`src/efg_pkg.sv`:
```
// ----------------------------------------------------------------------------
// efg_pkg
// Shared types and codes for the event flag group unit.
// ----------------------------------------------------------------------------
`default_nettype none

package efg_pkg;

    localparam int unsigned WORD_W = 32;
    localparam int unsigned TID_W  = 8;

    typedef enum logic [1:0] {
        CMD_SEND    = 2'd0,
        CMD_RECV    = 2'd1,
        CMD_CLEAR   = 2'd2,
        CMD_UNKNOWN = 2'd3
    } cmd_t;

    typedef enum logic [2:0] {
        ST_TAKEN     = 3'd0,
        ST_EMPTY     = 3'd1,
        ST_INVALID   = 3'd2,
        ST_IN_ISR    = 3'd3,
        ST_SUSPENDED = 3'd4,
        ST_FULL      = 3'd5,
        ST_WOKEN     = 3'd6,
        ST_DONE      = 3'd7
    } status_t;

    typedef enum logic [2:0] {
        FSM_IDLE,
        FSM_EXEC,
        FSM_SCAN,
        FSM_APPLY,
        FSM_WREAD,
        FSM_WOUT,
        FSM_FINAL
    } fsm_t;

    // one waiter table entry
    typedef struct packed {
        logic [TID_W-1:0]  tid;
        logic [WORD_W-1:0] mask;
        logic              all;
        logic              clr;
    } slot_t;

    // one result item
    typedef struct packed {
        logic [TID_W-1:0]  tid;
        logic [WORD_W-1:0] taken;
        status_t           status;
        logic [WORD_W-1:0] word;
        logic              last;
    } result_t;

    // captured request
    typedef struct packed {
        cmd_t              cmd;
        logic [TID_W-1:0]  tid;
        logic [WORD_W-1:0] bits;
        logic              all;
        logic              any;
        logic              clr;
        logic              blk;
        logic              isr;
    } req_t;

    function automatic logic cond_met(input logic [WORD_W-1:0] word,
                                      input logic [WORD_W-1:0] mask,
                                      input logic              all);
        logic [WORD_W-1:0] hit;
        hit = word & mask;
        cond_met = all ? (hit == mask) : (hit != '0);
    endfunction

endpackage

`default_nettype wire

```
`src/efg_slot_ram.sv`:
```
// ----------------------------------------------------------------------------
// efg_slot_ram
// Waiter table storage: one write port, one read port, registered read data.
// ----------------------------------------------------------------------------
`default_nettype none

module efg_slot_ram
    import efg_pkg::*;
#(
    parameter int unsigned DEPTH = 8,
    parameter int unsigned AW    = 3
)
(
    input  wire logic          clk,
    input  wire logic          wr_en,
    input  wire logic [AW-1:0] wr_addr,
    input  wire slot_t         wr_data,
    input  wire logic          rd_en,
    input  wire logic [AW-1:0] rd_addr,
    output slot_t              rd_data
);

    slot_t mem [DEPTH];
    slot_t rd_data_reg;

    always_ff @(posedge clk)
    begin
        if (wr_en)
        begin
            mem[wr_addr] <= wr_data;
        end
    end

    always_ff @(posedge clk)
    begin
        if (rd_en)
        begin
            rd_data_reg <= mem[rd_addr];
        end
    end

    assign rd_data = rd_data_reg;

endmodule

`default_nettype wire

```
`src/efg_out_reg.sv`:
```
// ----------------------------------------------------------------------------
// efg_out_reg
// Result output register; frees itself in the cycle the result is taken.
// ----------------------------------------------------------------------------
`default_nettype none

module efg_out_reg
    import efg_pkg::*;
(
    input  wire logic    clk,
    input  wire logic    rst_n,
    input  wire logic    load,
    input  wire result_t load_data,
    output logic         load_ok,
    output logic         rsp_valid,
    input  wire logic    rsp_ready,
    output result_t      rsp_data
);

    logic    valid_reg;
    logic    valid_next;
    result_t data_reg;

    assign load_ok    = !valid_reg || rsp_ready;
    assign valid_next = load ? 1'b1 : (valid_reg && !rsp_ready);

    always_ff @(posedge clk or negedge rst_n)
    begin
        if (!rst_n)
        begin
            valid_reg <= 1'b0;
        end
        else
        begin
            valid_reg <= valid_next;
        end
    end

    always_ff @(posedge clk)
    begin
        if (load)
        begin
            data_reg <= load_data;
        end
    end

    assign rsp_valid = valid_reg;
    assign rsp_data  = data_reg;

endmodule

`default_nettype wire

```
`src/event_flag_group_unit.sv`:
```
// ----------------------------------------------------------------------------
// event_flag_group_unit
// Event flag group: 32-bit flag word plus a table of suspended waiters.
// ----------------------------------------------------------------------------
// A request is taken only while the unit is idle. Receive, clear and unknown
// requests are captured, then decided with one result posted. A send walks
// the waiter table through the single read port of the slot memory: it is
// captured, sets the bits, reads and tests every slot, applies the auto-clear
// union and frees the woken slots, then for each woken waiter re-reads its
// entry and posts the wake result, and closes with the done result.
// Every result carries the flag word as it stands after the whole request.
// The output register lets the last result wait for the consumer while the
// next request is already captured.
// ----------------------------------------------------------------------------
`default_nettype none

module event_flag_group_unit
    import efg_pkg::*;
#(
    parameter int unsigned WAIT_SLOTS = 8
)
(
    input  wire logic        clk,
    input  wire logic        rst_n,
    input  wire logic        req_valid,
    output logic             req_ready,
    input  wire logic [1:0]  command,
    input  wire logic [7:0]  task_id,
    input  wire logic [31:0] bits,
    input  wire logic        want_all,
    input  wire logic        want_any,
    input  wire logic        auto_clear,
    input  wire logic        may_block,
    input  wire logic        in_interrupt,
    output logic             rsp_valid,
    input  wire logic        rsp_ready,
    output logic [7:0]       result_task,
    output logic [31:0]      taken_bits,
    output logic [2:0]       status,
    output logic [31:0]      flag_word,
    output logic             last
);

    localparam int unsigned SLOT_AW = (WAIT_SLOTS > 1) ? $clog2(WAIT_SLOTS) : 1;
    localparam logic [SLOT_AW-1:0] LAST_IDX = SLOT_AW'(WAIT_SLOTS - 1);

    // control and state registers
    fsm_t                    state_reg, state_next;
    req_t                    req_reg;
    logic [WORD_W-1:0]       event_word_reg, event_word_next;
    logic [WORD_W-1:0]       or_word_reg, or_word_next;
    logic [WORD_W-1:0]       clr_mask_reg, clr_mask_next;
    logic [WAIT_SLOTS-1:0]   slot_valid_reg, slot_valid_next;
    logic [WAIT_SLOTS-1:0]   woken_reg, woken_next;
    logic [SLOT_AW-1:0]      iss_idx_reg, iss_idx_next;
    logic                    iss_on_reg, iss_on_next;
    logic                    chk_vld_reg, chk_vld_next;
    logic [SLOT_AW-1:0]      chk_idx_reg, chk_idx_next;
    logic [SLOT_AW-1:0]      wk_idx_reg, wk_idx_next;

    // memory and output side
    logic                    rd_en, wr_en;
    logic [SLOT_AW-1:0]      rd_addr;
    slot_t                   rd_data, wr_data;
    logic                    load, load_ok;
    result_t                 load_data, rsp_data;

    // encoders
    logic [SLOT_AW-1:0]      free_idx, wk_low_idx;
    logic                    table_full;

    logic                    req_accept;
    logic                    send_go;
    logic                    recv_bad, recv_met, recv_suspend;

    assign req_ready  = (state_reg == FSM_IDLE);
    assign req_accept = req_valid && req_ready;

    // lowest free slot, lowest pending woken slot
    always_comb
    begin
        free_idx   = '0;
        wk_low_idx = '0;
        table_full = &slot_valid_reg;
        for (int i = WAIT_SLOTS - 1; i >= 0; i--)
        begin
            if (!slot_valid_reg[i])
            begin
                free_idx = SLOT_AW'(i);
            end
            if (woken_reg[i])
            begin
                wk_low_idx = SLOT_AW'(i);
            end
        end
    end

    // receive decision terms
    assign send_go  = (req_reg.cmd == CMD_SEND) && (req_reg.bits != '0);
    assign recv_bad = (req_reg.bits == '0) || (req_reg.all && req_reg.any);
    assign recv_met = cond_met(event_word_reg, req_reg.bits, req_reg.all);
    assign recv_suspend = (req_reg.cmd == CMD_RECV) && !recv_bad
                        && !(req_reg.blk && req_reg.isr) && !recv_met
                        && req_reg.blk && !table_full;

    // next state
    always_comb
    begin
        state_next = state_reg;
        case (state_reg)
            FSM_IDLE:
            begin
                if (req_accept)
                begin
                    state_next = FSM_EXEC;
                end
            end
            FSM_EXEC:
            begin
                if (send_go)
                begin
                    state_next = FSM_SCAN;
                end
                else if (load_ok)
                begin
                    state_next = FSM_IDLE;
                end
            end
            FSM_SCAN:
            begin
                if (chk_vld_reg && (chk_idx_reg == LAST_IDX))
                begin
                    state_next = FSM_APPLY;
                end
            end
            FSM_APPLY:
            begin
                state_next = (woken_reg != '0) ? FSM_WREAD : FSM_FINAL;
            end
            FSM_WREAD:
            begin
                state_next = FSM_WOUT;
            end
            FSM_WOUT:
            begin
                if (load_ok)
                begin
                    state_next = (woken_next != '0) ? FSM_WREAD : FSM_FINAL;
                end
            end
            FSM_FINAL:
            begin
                if (load_ok)
                begin
                    state_next = FSM_IDLE;
                end
            end
            default:
            begin
                state_next = FSM_IDLE;
            end
        endcase
    end

    // datapath and outputs
    always_comb
    begin
        event_word_next = event_word_reg;
        or_word_next    = or_word_reg;
        clr_mask_next   = clr_mask_reg;
        slot_valid_next = slot_valid_reg;
        woken_next      = woken_reg;
        iss_idx_next    = iss_idx_reg;
        iss_on_next     = iss_on_reg;
        chk_vld_next    = 1'b0;
        chk_idx_next    = chk_idx_reg;
        wk_idx_next     = wk_idx_reg;
        rd_en           = 1'b0;
        rd_addr         = iss_idx_reg;
        wr_en           = 1'b0;
        wr_data.tid     = req_reg.tid;
        wr_data.mask    = req_reg.bits;
        wr_data.all     = req_reg.all;
        wr_data.clr     = req_reg.clr;
        load            = 1'b0;
        load_data.tid   = '0;
        load_data.taken = '0;
        load_data.status = ST_INVALID;
        load_data.word  = event_word_reg;
        load_data.last  = 1'b1;

        case (state_reg)
            FSM_EXEC:
            begin
                if (send_go)
                begin
                    // set the bits, then test every slot against the new word
                    event_word_next = event_word_reg | req_reg.bits;
                    or_word_next    = event_word_reg | req_reg.bits;
                    clr_mask_next   = '0;
                    woken_next      = '0;
                    iss_idx_next    = '0;
                    iss_on_next     = 1'b1;
                end
                else
                begin
                    load = load_ok;
                    case (req_reg.cmd)
                        CMD_RECV:
                        begin
                            load_data.tid = req_reg.tid;
                            if (recv_bad)
                            begin
                                load_data.status = ST_INVALID;
                            end
                            else if (req_reg.blk && req_reg.isr)
                            begin
                                load_data.status = ST_IN_ISR;
                            end
                            else if (recv_met)
                            begin
                                load_data.status = ST_TAKEN;
                                load_data.taken  = event_word_reg & req_reg.bits;
                                if (req_reg.clr)
                                begin
                                    event_word_next = event_word_reg & ~req_reg.bits;
                                end
                            end
                            else if (!req_reg.blk)
                            begin
                                load_data.status = ST_EMPTY;
                            end
                            else if (table_full)
                            begin
                                load_data.status = ST_FULL;
                            end
                            else
                            begin
                                load_data.status = ST_SUSPENDED;
                            end
                        end
                        CMD_CLEAR:
                        begin
                            load_data.status = ST_DONE;
                            event_word_next  = '0;
                        end
                        default:
                        begin
                            // zero-bit send or unknown command
                            load_data.status = ST_INVALID;
                        end
                    endcase
                    load_data.word = event_word_next;
                    if (!load_ok)
                    begin
                        // hold state until the result can be posted
                        event_word_next = event_word_reg;
                    end
                    if (recv_suspend && load_ok)
                    begin
                        wr_en = 1'b1;
                        slot_valid_next[free_idx] = 1'b1;
                    end
                end
            end
            FSM_SCAN:
            begin
                // issue one read per cycle, test each entry as its registered read data returns
                if (iss_on_reg)
                begin
                    rd_en        = 1'b1;
                    rd_addr      = iss_idx_reg;
                    chk_vld_next = 1'b1;
                    chk_idx_next = iss_idx_reg;
                    if (iss_idx_reg == LAST_IDX)
                    begin
                        iss_on_next = 1'b0;
                    end
                    else
                    begin
                        iss_idx_next = iss_idx_reg + SLOT_AW'(1);
                    end
                end
                if (chk_vld_reg && slot_valid_reg[chk_idx_reg]
                    && cond_met(or_word_reg, rd_data.mask, rd_data.all))
                begin
                    woken_next[chk_idx_reg] = 1'b1;
                    if (rd_data.clr)
                    begin
                        clr_mask_next = clr_mask_reg | rd_data.mask;
                    end
                end
            end
            FSM_APPLY:
            begin
                event_word_next = event_word_reg & ~clr_mask_reg;
                slot_valid_next = slot_valid_reg & ~woken_reg;
            end
            FSM_WREAD:
            begin
                rd_en       = 1'b1;
                rd_addr     = wk_low_idx;
                wk_idx_next = wk_low_idx;
            end
            FSM_WOUT:
            begin
                load             = load_ok;
                load_data.tid    = rd_data.tid;
                load_data.taken  = or_word_reg & rd_data.mask;
                load_data.status = ST_WOKEN;
                load_data.last   = 1'b0;
                if (load_ok)
                begin
                    woken_next[wk_idx_reg] = 1'b0;
                end
            end
            FSM_FINAL:
            begin
                load             = load_ok;
                load_data.status = ST_DONE;
            end
            default:
            begin
            end
        endcase
    end

    always_ff @(posedge clk or negedge rst_n)
    begin
        if (!rst_n)
        begin
            state_reg      <= FSM_IDLE;
            event_word_reg <= '0;
            slot_valid_reg <= '0;
            woken_reg      <= '0;
            iss_on_reg     <= 1'b0;
            chk_vld_reg    <= 1'b0;
        end
        else
        begin
            state_reg      <= state_next;
            event_word_reg <= event_word_next;
            slot_valid_reg <= slot_valid_next;
            woken_reg      <= woken_next;
            iss_on_reg     <= iss_on_next;
            chk_vld_reg    <= chk_vld_next;
        end
    end

    // payload registers
    always_ff @(posedge clk)
    begin
        if (req_accept)
        begin
            req_reg.cmd <= cmd_t'(command);
            req_reg.tid <= task_id;
            req_reg.bits <= bits;
            req_reg.all <= want_all;
            req_reg.any <= want_any;
            req_reg.clr <= auto_clear;
            req_reg.blk <= may_block;
            req_reg.isr <= in_interrupt;
        end
        or_word_reg  <= or_word_next;
        clr_mask_reg <= clr_mask_next;
        iss_idx_reg  <= iss_idx_next;
        chk_idx_reg  <= chk_idx_next;
        wk_idx_reg   <= wk_idx_next;
    end

    efg_slot_ram #(
        .DEPTH (WAIT_SLOTS),
        .AW    (SLOT_AW)
    ) u_slot_ram (
        .clk     (clk),
        .wr_en   (wr_en),
        .wr_addr (free_idx),
        .wr_data (wr_data),
        .rd_en   (rd_en),
        .rd_addr (rd_addr),
        .rd_data (rd_data)
    );

    efg_out_reg u_out_reg (
        .clk       (clk),
        .rst_n     (rst_n),
        .load      (load),
        .load_data (load_data),
        .load_ok   (load_ok),
        .rsp_valid (rsp_valid),
        .rsp_ready (rsp_ready),
        .rsp_data  (rsp_data)
    );

    assign result_task = rsp_data.tid;
    assign taken_bits  = rsp_data.taken;
    assign status      = rsp_data.status;
    assign flag_word   = rsp_data.word;
    assign last        = rsp_data.last;

    // the waiter table never changes while no request is in progress
    a_idle_table_stable: assert property (@(posedge clk) disable iff (!rst_n)
        (state_reg == FSM_IDLE) |=> $stable(slot_valid_reg))
        else $error("waiter table changed while idle");

    // woken slots are already freed while their wake results go out
    a_woken_freed: assert property (@(posedge clk) disable iff (!rst_n)
        (state_reg == FSM_WREAD || state_reg == FSM_WOUT)
            |-> ((woken_reg & slot_valid_reg) == '0))
        else $error("woken slot still marked busy");

    // the scan ends only after the last slot has been tested
    a_scan_complete: assert property (@(posedge clk) disable iff (!rst_n)
        (state_reg == FSM_APPLY)
            |-> ($past(chk_vld_reg) && ($past(chk_idx_reg) == LAST_IDX)))
        else $error("scan left before testing every slot");

endmodule

`default_nettype wire
```
`config.mk`:
```
export PLATFORM = sky130hd
export DESIGN_NAME = event_flag_group_unit
export DESIGN_NICKNAME = d
export VERILOG_FILES = /design/src/efg_pkg.sv /design/src/efg_slot_ram.sv /design/src/efg_out_reg.sv /design/src/event_flag_group_unit.sv
export SDC_FILE = /design/constraint.sdc
export NUM_CORES = 1
export LEC_CHECK = 0
export ABC_CLOCK_PERIOD_IN_PS = 5400
export BUFFER_PORTS_ARGS = -buffer_cell sky130_fd_sc_hd__clkbuf_2
export CAP_MARGIN = 20
export CORE_ASPECT_RATIO = 1.1
export CORE_MARGIN = 5
export CORE_UTILIZATION = 55
export DETAILED_ROUTE_END_ITERATION = 8
export PLACE_DENSITY_LB_ADDON = 0.1
export SLEW_MARGIN = 25
export SYNTH_ARGS = -nofsm -noshare
export SYNTH_HDL_FRONTEND = slang
export SYNTH_HIERARCHICAL = 1
export SYNTH_SLANG_ARGS = --single-unit
```
`constraint.sdc`:
```
create_clock -name clk -period 5.4 [get_ports clk]
set_clock_uncertainty 0.05 [all_clocks]
set_input_delay 1.08 -clock clk [delete_from_list [all_inputs] [get_ports clk]]
set_output_delay 1.08 -clock clk [all_outputs]
set_load 0.05 [all_outputs]
```
==> impl_metrics.tcl, run 1 <==
set metrics [dict create \
    status "finished, final reports clean" \
    vias 14862 \
    antenna_cells 0 \
    timing.final.ws_setup_ns 1.390 \
    die_area_um2 50560 \
    grt_max_degree 62 \
    first_global_vias 14545 \
    max_stage_delay_ns 0.65 \
    hold_depth 1 \
    antenna_found_initial 0 \
    rr_startpoint "req_reg[9]$_DFFE_PP_" \
    period_minus_slack_ns 4.010 \
    pwr-share-comb_pct 0.3 \
    fp.dieH_um 235.3 \
    cap_viol_max_count 0 \
    finalWirelength_mm 64.56 \
    area_delta_synth_final_pct 14.07 \
    ff2ff_setup_slack_ns 1.39 \
    cts_buffers 61 \
    grt.overflow.total 0 \
    cp.arrival_ns 4.21 \
    min_from "iss_on_reg$_DFFE_PN0P_" \
    internal-power_mw 7.685 \
    worstMarginPinSlew_ns 1.037 \
    syn_area_um2 25390 \
    fp-row-count 82 \
    min_to "iss_on_reg$_DFFE_PN0P_" \
    drc 0 \
    clk_pin_slew_worst_paths_ns 0.06 \
    syn_nets 1642 \
    first_iter_violations 1739 \
    first_pass_iters 5 \
    cts_tree "done" \
    cp-end-kind "register" \
    grt_pass1_wl_mm 96.19 \
    cts_buffer_depth 3 \
    synth-edff-count 574 \
    crit_slowest_cell "edfxtp_1" \
    clkPwrFrac_pct 44.6 \
    place_congestion 0.9358 \
    ir_drop_mv 0.2592 \
    p_seq_share_pct 55.1 \
    cts.sinks 628 \
    ant_nets 0 \
    cp-start-kind "register" \
    syn_avg_cell_area_um2 16.01 \
    die_w_um 214.8 \
    setup_viol 0 \
    avgViaCountPerCell 6.200 \
    hold_ws_ns 0.4347 \
    r2r_cells 10 \
    synthArstFlopShare_pct 8.599 \
    synthCells 1586 \
    yosys_warnings 6 \
    total_power_mw 9.503 \
    cp_max_fo 42 \
    clockRootBuffer "clkbuf_16" \
    cp.required_ns 5.60 \
    most-common-layout-cells "edfxtp_1 (574), nand2_1 (146), clkbuf_2 (128)" \
    clk_latency_ns 0.63 \
    rsz0062_at_grt "no" \
    swShare_pct 19.13 \
    drv_slew 0 \
    initial_utilization_pct 55.60 \
    core_um2 45660 \
    ctsHoldBuffers 0 \
    nets 1812 \
    clock.fmax_ghz 0.2494 \
    drive_gt1_share_pct 26.15 \
    pin_count 129 \
    yosys_most_used_dff "edfxtp_1" \
    dp_hpwl_mm 40.58 \
    synth-seq-cells 628 \
    grt_use_total_pct 25.41 \
    final_common_cell "edfxtp_1" \
    preCtsSetupSlack_ns 1.263 \
    fill_cells 3299 \
    ctsResizeCount 0 \
    p_leak_nw 9.932 \
    ys_types 58 \
    cts_htree_levels 2 \
    ys_seq_area_share_pct 73.22 \
    wl_per_cell_um 26.94 \
    hold_path_class "register to register" \
    path_cells "nand2_1, nand4_1, nor4_1, nand4_1, a2111oi_1, buf_4, nor2b_1, nand2_1, nor2_4, buf_4" \
    power.switching_mw 1.818 \
    slew-limit-headroom_pct 30.84 \
    io_buffers 128 \
    crit_type "register to register" \
    cts_setup_buffers 0 \
    fin_crit_sh_pct 74.27 \
    largest_reg_flops 336 \
    rr_endpoint "u_slot_ram/mem[7][24]$_DFFE_PP_" \
    final_hold_viol_count 0 \
    power.density_nw_per_um2 328.2 \
]
==> cell usage after synthesis (10+ instances only) <==
cell	number	area share (%)
nor2_1	87	1.3
nor4_1	11	0.27
or4_1	10	0.30
buf_6	10	0.44
dfrtp_1	54	5.3
o21ai_0	116	2.3
nand3_1	49	0.97
o22ai_1	32	0.79
clkbuf_1	39	0.58
edfxtp_1	574	68
mux2_2	45	2.0
nand4_1	20	0.49
nand2_1	147	2.2
or2_2	33	0.81
mux4_2	86	7.6
a22o_1	10	0.34
inv_1	73	1.1
a21oi_1	46	0.91
o22ai_2	21	1.0
==> kinds of logic (layout without fill, tap and decap cells) <==
| logic type | after synthesis | count (layout) | share of synthesized area [%] |
|---|---|---|---|
| AOI/OAI and AO/OA | 276 | 276 | 6.885 |
| adders and majority gates | 5 | 5 | 0.2464 |
| buffers and inverters | 142 | 365 | 2.440 |
| DFF | 628 | 628 | 73.22 |
| muxes | 131 | 131 | 9.626 |
| and+or+nand+nor | 404 | 404 | 7.581 |
==> cell type report <==
class | count | area [µm²] | area share (%)
sequential | 628 | 18590 | 64.19
multi-input combinational | 816 | 6294 | 21.73
clock buffer | 75 | 1599 | 5.522
timing repair buffer | 171 | 1051 | 3.629
tap | 588 | 735.7 | 2.541
clock inverter | 41 | 397.9 | 1.374
inverter | 78 | 292.8 | 1.011
==> critical path: cells and delay by family, from the launching register on <==
family	cells	cell delay, ns
and+or+nand+nor	7	1.58
DFF	1	0.65
buffers and inverters	2	0.88
AOI/OAI and AO/OA	1	0.41
==> layer usage <==
| layer | GRT usage [%] | vias to the layer above | wire, µm |
|---|---|---|---|
| met2 | 41.01 | 634 | 31590 |
| met1 | 36.67 | 7649 | 26590 |
| met3 | 4.450 | 105 | 4756 |
| li1 | - | 6474 | - |
| met4 | 6.462 | 0 | 1636 |
| met5 | 0 | - | 0 |
==> power by group through the flow <==
stage	combinational, mW	clock (mW)	sequential, mW
after floorplan	0.000336	0	5.34
final	0.0300	4.24	5.24
after global routing	0.0339	4.52	5.23
after CTS	0.0313	4.31	5.23
after detailed placement	0.0310	0	5.34
after global placement	0.0310	0	5.34
==> worst max path at each step <==
stage                                           end  slack, ns                   from  depth (start not counted)
detailed placement  u_slot_ram/mem[7][29]$_DFFE_PP_       1.26              rsp_ready                         10
global placement    u_slot_ram/mem[7][29]$_DFFE_PP_       1.26              rsp_ready                         10
CTS                 u_slot_ram/mem[7][20]$_DFFE_PP_       1.43  req_reg[11]$_DFFE_PP_                         10
finish              u_slot_ram/mem[7][24]$_DFFE_PP_       1.39   req_reg[9]$_DFFE_PP_                         10
floorplan            u_slot_ram/mem[2][0]$_DFFE_PP_     -0.007              rsp_ready                          8
global route        u_slot_ram/mem[7][19]$_DFFE_PP_       1.23   req_reg[9]$_DFFE_PP_                         10
==> stage by stage <==
step	area, µm²	std cells	utilization (%)	TNS (ns)
6_report	28960	2397	63.43	0
5_1_grt	28960	2397	63.43	0
3_3_place_gp	26950	2280	59.03	0
2_1_floorplan	25400	1586	-	-1.010
3_5_place_dp	26960	2281	59.05	0
4_1_cts	28960	2397	63.42	0
No activity file was read; power rests on OpenSTA's default activity.
==> run 2: changes to the inputs <==
ABC_AREA = 1   (was not set)
ABC_CLOCK_PERIOD_IN_PS = 3570   (was 5400)
clock period = 3.57 ns   (was 5.4 ns; I/O delays follow)
==> run 2 against run 1 <==
Area after synthesis up 11%. Utilization up 0.053 points. Setup slack worse by 1.0 ns. Routed wire length up 20%. Clock power up 56%. Sequential power up 100%. Design area up 10%. Sequential cell count unchanged. Die area up 10%. Register-to-register slack worse by 1.0 ns. Largest power group unchanged. Critical endpoint is now u_slot_ram/mem[6][35]$_DFFE_PP_.
==> impl_metrics.tcl, run 2 <==
set metrics [dict create \
    power.density_nw_per_um2 780.8 \
    core_um2 50360 \
    cp_max_fo 42 \
    design_area_um2 31970 \
    p_leak_nw 14.02 \
    regArea_um2 18590 \
    first_pass_iters 5 \
    cts_buffer_depth 3 \
    yosys_warnings 6 \
    worstMarginPinSlew_ns 0.8691 \
    ys_seq_area_share_pct 66.16 \
    initial_utilization_pct 55.79 \
    final_common_cell "nand2_1" \
    drc 0 \
    cp.required_ns 3.78 \
    period_minus_slack_ns 3.191 \
    synth-seq-cells 628 \
    ys_types 43 \
    fp.dieH_um 247.1 \
    place_area_um2 29910 \
    yosys_most_used_dff "edfxtp_1" \
    hold_depth 1 \
    setup_viol 0 \
    clk_pin_slew_worst_paths_ns 0.06 \
    hold_path_class "input pin to register" \
    die_w_um 225.5 \
    area_delta_synth_final_pct 13.77 \
    synthArstFlopShare_pct 8.599 \
    crit_type "register to register" \
    synth_top_area_share_pct 61.35 \
    multiInputGateArea_um2 7089 \
    avgViaCountPerCell 5.524 \
    ff2ff_setup_slack_ns 0.38 \
    clock.fmax_ghz 0.3134 \
    antenna_found_initial 3 \
    final_hold_viol_count 0 \
    cp-start-kind "register" \
    fill_cells 4066 \
    synth_area_leader_cell "edfxtp_1" \
    largest_reg_flops 336 \
    cp.arrival_ns 3.40 \
    status "finished, final reports clean" \
    final_core_util_pct 63.48 \
    cts_setup_buffers 0 \
    wl_per_cell_um 21.17 \
    vias 20288 \
    synthTopCellsByArea "edfxtp_1 (61%), nand2_1 (11%), inv_1 (6.7%)" \
    fp-row-count 86 \
    synth-edff-count 574 \
    ctsResizeCount 0 \
    r2r_cells 11 \
    place_congestion 0.9614 \
    drive_gt1_share_pct 11.75 \
    ir_drop_mv 0.8773 \
    first_iter_violations 2488 \
    first_global_vias 19659 \
    grt.overflow.total 0 \
    syn_area_um2 28100 \
    synth.most_common_cell "nand2_1" \
    drv_slew 0 \
    nets 3023 \
    syn_nets 2867 \
    grt_max_degree 106 \
    ant_nets 0 \
    cts_htree_levels 3 \
    cts_tree "done" \
    synthCells 2811 \
    io_buffers 128 \
    cts_buffers 67 \
    grt_pass1_wl_mm 118.1 \
    grt_use_total_pct 28.07 \
    dp_hpwl_mm 50.61 \
    rsz0062_at_grt "no" \
    antenna_cells 0 \
    total_power_mw 24.96 \
    cts.sinks 628 \
    finalWirelength_mm 77.75 \
    ctsHoldBuffers 0 \
    clockRootBuffer "clkbuf_16" \
    slew-limit-headroom_pct 42.06 \
    cp-end-kind "register" \
    synthTopCellsByCount "nand2_1 (853), edfxtp_1 (574), inv_1 (503)" \
    die_area_um2 55710 \
    fin_crit_sh_pct 89.39 \
    pin_count 129 \
    most-common-layout-cells "nand2_1 (849), edfxtp_1 (574), inv_1 (502)" \
    clk_latency_ns 0.60 \
    cap_viol_max_count 0 \
    hold_ws_ns 0.2349 \
    syn_avg_cell_area_um2 9.995 \
]
[run 2: cell type report]
type	instances	area share (%)
Multi-Input combinational cell	1562	22.18
Inverter	508	5.981
Clock buffer	90	5.711
Tap cell	660	2.583
Timing Repair Buffer	200	4.673
Sequential cell	628	58.15
Clock inverter	25	0.7280
[run 2: cells by family (layout without fill, tap and decap cells)]
logic type	after synthesis	count (layout)	share of synthesized area, %
AND/OR/NAND/NOR	1318	1318	19.59
flip-flops	628	628	66.16
buffers and inverters	621	823	8.982
AO/OA/AOI/OAI	239	239	5.046
adder cells (fa/ha/maj)	5	5	0.2227
[run 2: path summary, 6_finish.rpt]
| path | startpoint | to |
|---|---|---|
| max in group asynchronous | rst_n | event_word_reg[17]$_DFFE_PN0P_ |
| setup / recovery | req_reg[18]$_DFFE_PP_ | u_slot_ram/mem[6][35]$_DFFE_PP_ |
| hold / removal | want_all | req_reg[4]$_DFFE_PP_ |
| setup reg to reg | req_reg[18]$_DFFE_PP_ | u_slot_ram/mem[6][35]$_DFFE_PP_ |
| min in group asynchronous | rst_n | iss_on_reg$_DFFE_PN0P_ |
| hold reg to reg | iss_idx_reg[1]$_SDFFCE_PN0P_ | chk_idx_reg[1]$_DFFE_PP_ |
[run 2: worst max-delay path, cell delays in order, from the launching register on]
cell and delay (ns):
edfxtp_1 0.67, nand2_1 0.25, nand4_1 0.11, nor3_1 0.23, nand4_1 0.12, nand2_1 0.23
nand4_1 0.15, nor2_1 0.11, buf_4 0.16, nand2_1 0.24, nor2_4 0.18, buf_12 0.32
[run 2: where the power goes]
group	total [mW]	switching [mW]	internal [mW]	leakage, nW
Combinational	7.78	5.84	1.94	7.08
Sequential	10.5	0.925	9.62	5.95
Clock	6.63	2.76	3.87	0.986
Total	25.0	9.52	15.4	14.0
[run 2: stage by stage]
step           setup TNS (ns)  worst slack (ns)  std cells
2_1_floorplan         -107.44           -0.3708       2811
3_3_place_gp                0            0.4491       3558
3_5_place_dp                0            0.4192       3558
4_1_cts                     0            0.3924       3673
5_1_grt                     0            0.2362       3673
6_report                    0            0.3789       3673
[run 2: layer usage]
metal  GRT usage (%)  vias to the layer above  wire length (µm)
met3           4.630                      184              7240
met5               0                        -                 0
met2           44.34                     1026             35570
met1           39.25                     9607             31770
li1                -                     9471                 -
met4           11.39                        0              3168
